### config.mk
export PLATFORM = sky130hd
export DESIGN_NAME = twa_ctrl
export DESIGN_NICKNAME = d
export VERILOG_FILES = /design/src/rtl/twa_pkg.sv /design/src/rtl/twa_ctrl.sv
export SDC_FILE = /design/constraint.sdc
export NUM_CORES = 1
export LEC_CHECK = 0
export ABC_AREA = 1
export BUFFER_PORTS_ARGS = -buffer_cell sky130_fd_sc_hd__buf_4
export CAP_MARGIN = 0
export CORE_MARGIN = 2
export CORE_UTILIZATION = 45
export CTS_CLUSTER_DIAMETER = 50
export DETAILED_ROUTE_END_ITERATION = 10
export PLACE_DENSITY_LB_ADDON = 0.2
export SYNTH_ARGS = -nofsm -noshare
export SYNTH_HDL_FRONTEND = slang
export SYNTH_SLANG_ARGS = --single-unit
### constraint.sdc
create_clock -name clk_i -period 3.1 [get_ports clk_i]
set_clock_uncertainty 0.2 [all_clocks]
set_input_delay 0.465 -clock clk_i [delete_from_list [all_inputs] [get_ports clk_i]]
set_output_delay 0.465 -clock clk_i [all_outputs]
set_load 0.005 [all_outputs]
### src/rtl/twa_pkg.sv
// shared types, constants and saturation helpers for the window averager
// used by all modules of the time_block_window_averager core; no dependencies
`timescale 1ns / 1ps

package twa_pkg;

  // number of sample columns carried by one timestep request
  localparam int NUM_VALUES = 4;
  localparam int VI_W       = $clog2(NUM_VALUES);

  // iterative divider geometry
  localparam int DIV_NW = 48;
  localparam int DIV_DW = 32;

  // configuration register indexes
  localparam logic [2:0] CFG_SAMPLE_EVERY  = 3'd0;
  localparam logic [2:0] CFG_REPEAT_COUNT  = 3'd1;
  localparam logic [2:0] CFG_OUTPUT_PERIOD = 3'd2;
  localparam logic [2:0] CFG_AVERAGE_MODE  = 3'd3;
  localparam logic [2:0] CFG_WINDOW_LENGTH = 3'd4;
  localparam logic [2:0] CFG_START_STEP    = 3'd5;
  localparam logic [2:0] CFG_HOLD_MASK     = 3'd6;

  // averaging modes
  localparam logic [1:0] MODE_RUNNING = 2'd1;
  localparam logic [1:0] MODE_WINDOW  = 2'd2;

  localparam logic signed [47:0] TOT_MAX = {1'b0, {47{1'b1}}};
  localparam logic signed [47:0] TOT_MIN = {1'b1, {47{1'b0}}};
  localparam logic signed [31:0] S32_MAX = {1'b0, {31{1'b1}}};
  localparam logic signed [31:0] S32_MIN = {1'b1, {31{1'b0}}};

  // datapath commands issued by the controller
  typedef enum logic [4:0] {
    OP_NONE,
    OP_LATCH,
    OP_DIV_T,
    OP_MUL_Q,
    OP_NV_ADD1,
    OP_DIV_D,
    OP_NV_ADD2,
    OP_SCHED_FIN,
    OP_SAMPLE,
    OP_DIV_B,
    OP_MEAN,
    OP_WPREP,
    OP_MEM_RD,
    OP_TOT,
    OP_COUNT,
    OP_MUL_H,
    OP_HOLD,
    OP_DIV_O,
    OP_OUT,
    OP_EMIT
  } op_e;

  typedef struct packed {
    op_e             op;
    logic [VI_W-1:0] vi;
  } cmd_t;

  typedef struct packed {
    logic started;
    logic hit;
    logic last_rep;
    logic below_start;
    logic div_done;
    logic out_busy;
  } status_t;

  // clamp a wide signed value to 48 bits
  function automatic logic signed [47:0] sat48(input logic signed [66:0] v);
    logic signed [47:0] r;
    if (v > 67'(TOT_MAX)) r = TOT_MAX;
    else if (v < 67'(TOT_MIN)) r = TOT_MIN;
    else r = v[47:0];
    return r;
  endfunction

  // clamp a signed quotient to 32 bits
  function automatic logic signed [31:0] sat32(input logic signed [48:0] v);
    logic signed [31:0] r;
    if (v > 49'(S32_MAX)) r = S32_MAX;
    else if (v < 49'(S32_MIN)) r = S32_MIN;
    else r = v[31:0];
    return r;
  endfunction

endpackage

### src/rtl/twa_ctrl.sv
// sequencing state machine for the window averager
// uses twa_pkg command and status types
`timescale 1ns / 1ps

module twa_ctrl (
  input  logic             clk_i,
  input  logic             rst_ni,
  input  logic             in_valid_i,
  output logic             in_ready_o,
  input  twa_pkg::status_t status_i,
  output twa_pkg::cmd_t    cmd_o
);

  typedef enum logic [20:0] {
    ST_IDLE  = 21'h000001,
    ST_DIVT  = 21'h000002,
    ST_WDT   = 21'h000004,
    ST_ADD1  = 21'h000008,
    ST_CMP   = 21'h000010,
    ST_DIVD  = 21'h000020,
    ST_WDD   = 21'h000040,
    ST_ADD2  = 21'h000080,
    ST_FIN   = 21'h000100,
    ST_CHECK = 21'h000200,
    ST_DIVB  = 21'h000400,
    ST_WDB   = 21'h000800,
    ST_WPREP = 21'h001000,
    ST_MRD   = 21'h002000,
    ST_TOT   = 21'h004000,
    ST_COUNT = 21'h008000,
    ST_MULH  = 21'h010000,
    ST_HOLD  = 21'h020000,
    ST_DIVO  = 21'h040000,
    ST_WDO   = 21'h080000,
    ST_EMIT  = 21'h100000
  } state_e;

  localparam int VI_W = twa_pkg::VI_W;

  state_e          state_q, state_d;
  logic [VI_W-1:0] vi_q, vi_d;
  logic            vi_last;

  assign vi_last    = vi_q == VI_W'(twa_pkg::NUM_VALUES - 1);
  assign in_ready_o = state_q == ST_IDLE;

  // next state and command
  always_comb begin
    state_d   = state_q;
    vi_d      = vi_q;
    cmd_o.op  = twa_pkg::OP_NONE;
    cmd_o.vi  = vi_q;
    unique case (state_q)
      ST_IDLE: begin
        if (in_valid_i) begin
          cmd_o.op = twa_pkg::OP_LATCH;
          state_d  = status_i.started ? ST_CHECK : ST_DIVT;
        end
      end
      ST_DIVT: begin
        cmd_o.op = twa_pkg::OP_DIV_T;
        state_d  = ST_WDT;
      end
      ST_WDT: begin
        if (status_i.div_done) begin
          cmd_o.op = twa_pkg::OP_MUL_Q;
          state_d  = ST_ADD1;
        end
      end
      ST_ADD1: begin
        cmd_o.op = twa_pkg::OP_NV_ADD1;
        state_d  = ST_CMP;
      end
      ST_CMP: begin
        state_d = status_i.below_start ? ST_DIVD : ST_FIN;
      end
      ST_DIVD: begin
        cmd_o.op = twa_pkg::OP_DIV_D;
        state_d  = ST_WDD;
      end
      ST_WDD: begin
        if (status_i.div_done) begin
          cmd_o.op = twa_pkg::OP_MUL_Q;
          state_d  = ST_ADD2;
        end
      end
      ST_ADD2: begin
        cmd_o.op = twa_pkg::OP_NV_ADD2;
        state_d  = ST_FIN;
      end
      ST_FIN: begin
        cmd_o.op = twa_pkg::OP_SCHED_FIN;
        state_d  = ST_CHECK;
      end
      ST_CHECK: begin
        vi_d = '0;
        if (status_i.hit) begin
          cmd_o.op = twa_pkg::OP_SAMPLE;
          state_d  = status_i.last_rep ? ST_DIVB : ST_IDLE;
        end else begin
          state_d = ST_IDLE;
        end
      end
      ST_DIVB: begin
        cmd_o.op = twa_pkg::OP_DIV_B;
        state_d  = ST_WDB;
      end
      ST_WDB: begin
        if (status_i.div_done) begin
          cmd_o.op = twa_pkg::OP_MEAN;
          if (vi_last) begin
            vi_d    = '0;
            state_d = ST_WPREP;
          end else begin
            vi_d    = vi_q + VI_W'(1);
            state_d = ST_DIVB;
          end
        end
      end
      ST_WPREP: begin
        cmd_o.op = twa_pkg::OP_WPREP;
        state_d  = ST_MRD;
      end
      ST_MRD: begin
        cmd_o.op = twa_pkg::OP_MEM_RD;
        state_d  = ST_TOT;
      end
      ST_TOT: begin
        cmd_o.op = twa_pkg::OP_TOT;
        if (vi_last) begin
          vi_d    = '0;
          state_d = ST_COUNT;
        end else begin
          vi_d    = vi_q + VI_W'(1);
          state_d = ST_MRD;
        end
      end
      ST_COUNT: begin
        cmd_o.op = twa_pkg::OP_COUNT;
        state_d  = ST_MULH;
      end
      ST_MULH: begin
        cmd_o.op = twa_pkg::OP_MUL_H;
        state_d  = ST_HOLD;
      end
      ST_HOLD: begin
        cmd_o.op = twa_pkg::OP_HOLD;
        state_d  = ST_DIVO;
      end
      ST_DIVO: begin
        cmd_o.op = twa_pkg::OP_DIV_O;
        state_d  = ST_WDO;
      end
      ST_WDO: begin
        if (status_i.div_done) begin
          cmd_o.op = twa_pkg::OP_OUT;
          if (vi_last) begin
            vi_d    = '0;
            state_d = ST_EMIT;
          end else begin
            vi_d    = vi_q + VI_W'(1);
            state_d = ST_MULH;
          end
        end
      end
      ST_EMIT: begin
        if (!status_i.out_busy) begin
          cmd_o.op = twa_pkg::OP_EMIT;
          state_d  = ST_IDLE;
        end
      end
      default: state_d = ST_IDLE;
    endcase
  end

  // state registers
  always_ff @(posedge clk_i or negedge rst_ni) begin
    if (!rst_ni) begin
      state_q <= ST_IDLE;
      vi_q    <= '0;
    end else begin
      state_q <= state_d;
      vi_q    <= vi_d;
    end
  end

endmodule

### Yosys cells after proc, flatten, opt, wreduce, memory -nomap -nowiden

Cells that the tools add are included.

* register bits: 23
* bits of input ports: 9
* logic and storage cells: 61

* add/subtract/negate cells: 1
* equal/unequal tests: 29
* mux-type cells: 24
* reduce and logical (&&, ||, !) cells: 5

Operators with widths (number)
* $pmux W21 S21: 1
* $mux W21: 7
* $pmux W5 S19: 1
* $mux W11: 2
* $eq A21 B1 Y1 const B: 1
* $eq A21 B10 Y1 const B: 1
* $eq A21 B11 Y1 const B: 1
* $eq A21 B12 Y1 const B: 1
* $eq A21 B13 Y1 const B: 1
* $eq A21 B14 Y1 const B: 1
* $eq A21 B15 Y1 const B: 1
* $eq A21 B16 Y1 const B: 1
* $eq A21 B17 Y1 const B: 1
* $eq A21 B18 Y1 const B: 1
* $eq A21 B19 Y1 const B: 1
* $eq A21 B2 Y1 const B: 1
* $eq A21 B20 Y1 const B: 1
* $eq A21 B21 Y1 const B: 1
* $eq A21 B3 Y1 const B: 1
* $eq A21 B4 Y1 const B: 1
* $eq A21 B5 Y1 const B: 1
* $eq A21 B6 Y1 const B: 1
* $eq A21 B7 Y1 const B: 1
* $eq A21 B8 Y1 const B: 1
* other kinds (18): 28

### Logic depth before layout (Yosys ltp)

* word-level depth: 4
* mapped depth: 11
* depth with buffers taken out: 11

### Worst setup path before layout

OpenSTA, ideal clock, no wires.

* path kind: register -> output
* start: register state_q[0]
* end: output cmd_o[6] (netlist bit)
* arrival: 1.420 ns
* required time: 2.435 ns
* slack: 1.015 ns
* cell stages (with the launch flop): 8
* path buffers: 0
* path through: dfstp_2 nor2_4 nand2_4 nor2_8 and2_1 nand3_1 o21ai_1 or3_1

RTL lines
* from (decl): RTL line twa_ctrl.sv:40 `state_e state_q, state_d;`
* from (signal assigned): RTL line twa_ctrl.sv:182 `state_q <= state_d;`
* to (decl): RTL line twa_ctrl.sv:11 `output twa_pkg::cmd_t cmd_o`

==> impl_metrics.csv <==
group,metric,value,unit
run_status,status,"finished clean",
timing,worst_slew_pin_slew,389,ps
worst_hold_path,min_path_cells,2,
global_routing,grt_max_degree,24,
drt,vias,1464,
global_routing,grt_antenna_before_repair,0,
timing,rsz0062_at_grt,"false",
worst_setup_path,reg2regPathDepth,9,
worst_hold_path,hp-class,"input port to flip-flop",
drt,dr.first_iter.drc_count,104,
floorplan,die-area,4220,sq um
floorplan,coreArea,3610,sq um
floorplan,die_h,64.9,um
worst_setup_path,slowest_stage,"dfrtp_1",
worst_setup_path,arrival,2020,ps
worst_setup_path,required,2430,ps
timing,slew_viol_final,0,
finish,drive_gt1_share,22.8,%
drt,routedWlPerCell,12.7,um
clock_network,cts_made_buffers,3,
floorplan,start_util,46.3,%
clock_network,clk_path_buf_depth,2,
place,dpl.cell_count,289,
drt,drt-vias-per-instance,4.98,
place,postPlaceCellArea,1820,sq um
timing,fmaxAchievable,0.372,GHz
pwr,irDropWorstVdd,295,uV
drt,wl,3740,um
worst_setup_path,cp-start-kind,"flip-flop",
floorplan,io_pins,17,
timing,post-route-period-util,86.7,%
run,maxCapViolations,0,
finish,nets,257,
drt,drc,0,
pwr,powerDensity,587,nW/um^2
finish,fin_util,51.9,%
worst_setup_path,crit_family,"simple AND/OR/NAND/NOR gates",
pwr,p_leak,0.00100,uW
clock_network,cts.sinks,23,
yosys,yosys.area.top_type,"dfrtp_1",
clock_network,clkTransAtPathRegs,90,ps
yosys,ys_top_cells_by_area,"dfrtp_1 (33%), nor2_1 (9.2%), nand2_1 (9.0%)",
global_routing,grt_pass1_vias,1398,
yosys,yosysSeqAreaShare,34.5,%
yosys,synth_top_area_share,33.0,%
yosys,ys_ff_latch,23,
global_routing,grt_overflow,0,
yosys,synth_area,1670,sq um
timing,relSlewSlack,74.0,%
worst_setup_path,cp_num_buf_inv,1,
finish,n_antenna_cell,0,
drt,ant_nets,0,
timing,setup_viol,0,
worst_setup_path,cp_num_cells,9,
yosys,synth_fp_nets,238,
timing,period_minus_slack,2690,ps
clock_network,cts_tree,"yes",
worst_setup_path,critical_path.max_stage_delay,400,ps
clock_network,htree_levels,1,
yosys,syn_area_per_cell,7.33,sq um
worst_setup_path,cpMostUsedCell,"nand3_1",
yosys,netlist_instances,228,
global_routing,grt_usage,20.2,%
clock_network,worstSkewPairLatency,260,ps
finish,finalInstanceArea,1870,sq um
worst_setup_path,cp_cell_sequence,"nor2_1, nand2_1, nor2_4, nand2_4, or2_4, nand3_1, a21oi_1, nand3_1, buf_4",
floorplan,fp.dieW,64.9,um
yosys,synth_cell_type_count,29,
finish,area_growth,12.1,%
finish,stdcell_count,294,
timing,hold_viol_final,0,
clock_network,root_buffer,"clkbuf_8",
place,portBuffers,16,
worst_setup_path,end_kind,"primary output",
yosys,synth_warnings,0,
worst_setup_path,path_class,"flip-flop to primary output",
global_routing,grt_pass1_wl,6480,um
place,post-dp-hpwl,2960,um
drt,drt_pass1_iterations,4,
timing,finalSetupTns,0,ps
place,gp_congestion,0.857,
worst_setup_path,cp_max_fo,11,
floorplan,row_count,22,
## per-stage QoR
stage	total power, uW	hold WS, ps	worst slack (ps)
finish	1100	161	413
global route	1180	159	279
CTS	1100	161	409
detailed placement	915	175	707
global placement	911	175	756
floorplan	791	-30.6	1010
## registers in the layout, indices dropped and copies added, names as in the netlist
register and count:
state_q 21, vi_q 2
## worst paths after layout
kind	start	endpoint	slack [ps]
max in group asynchronous	rst_ni	state_q[0]$_DFFE_PN1P_	2000
hold / removal	status_i[5]	state_q[1]$_DFFE_PN0P_	160
setup reg to reg	state_q[13]$_DFFE_PN0P_	state_q[0]$_DFFE_PN1P_	940
hold reg to reg	state_q[2]$_DFFE_PN0P_	state_q[2]$_DFFE_PN0P_	340
min in group asynchronous	rst_ni	state_q[7]$_DFFE_PN0P_	420
setup / recovery	state_q[16]$_DFFE_PN0P_	cmd_o[2]	410
## placed cells by master (no fill, tap or decap), types with 2 or more instances in the layout
cell and instances:
inv_1 31, nand2_1 40, nand2_4 4, inv_2 2, clkbuf_8 3, nand2_2 7
buf_4 16, nor2_4 8, nor2_1 41, nor3_1 5, o21ai_0 3, nand3_2 3
o21ai_1 3, dfrtp_1 22, nor2_2 5, nand3_4 3, nand4_1 8, a21oi_1 10
nand3_1 19
## kinds of logic after synthesis
logic type,synth area share (%)
DFF,34.5
buffers and inverters,9.44
AOI/OAI and AO/OA,6.52
and+or+nand+nor,48.8
adders and majority gates,0.749
## power breakdown
part | leakage [uW] | internal (uW) | total (uW) | switching, uW
Clock | 0.0000228 | 91.7 | 187 | 95.6
Sequential | 0.000316 | 332 | 362 | 29.4
Combinational | 0.000661 | 178 | 551 | 373
Total | 0.00100 | 601 | 1100 | 498
## what timing repair did
action | in CTS | in global routing
gates resized for setup | 0 | 0
hold endpoints to repair | 22 | 0
hold buffers | 1 | 0
buffers inserted | 0 | 0
## cell usage after synthesis (all sizes together)
cell    count
nand3      25
ha          1
dfstp       1
or2         2
or3         1
a211oi      1
a21oi      10
nor3        5
inv        33
dfrtp      22
nand4       8
a31oi       1
buf         3
o21ai       7
nand2      51
and2        1
o22ai       1
nor2       55
## final cells by class
class                           count  area (sq um)
Sequential cell                    23           577
Multi-Input combinational cell    169           936
Tap cell                           48          60.1
Clock buffer                        4          45.0
Inverter                           33           124
Timing Repair Buffer               17           130
Fill cell                         362          1730
## metal layers
layer | share of wire [%] | track usage (%) | vias to the layer above
met1 | 50 | 28.9 | 670
li1 | - | - | 769
met4 | 0.88 | 6.38 | 0
met2 | 44 | 31.3 | 23
met5 | 0 | 0 | -
met3 | 4.5 | 2.95 | 2
No activity file was read; power rests on OpenSTA's default activity.
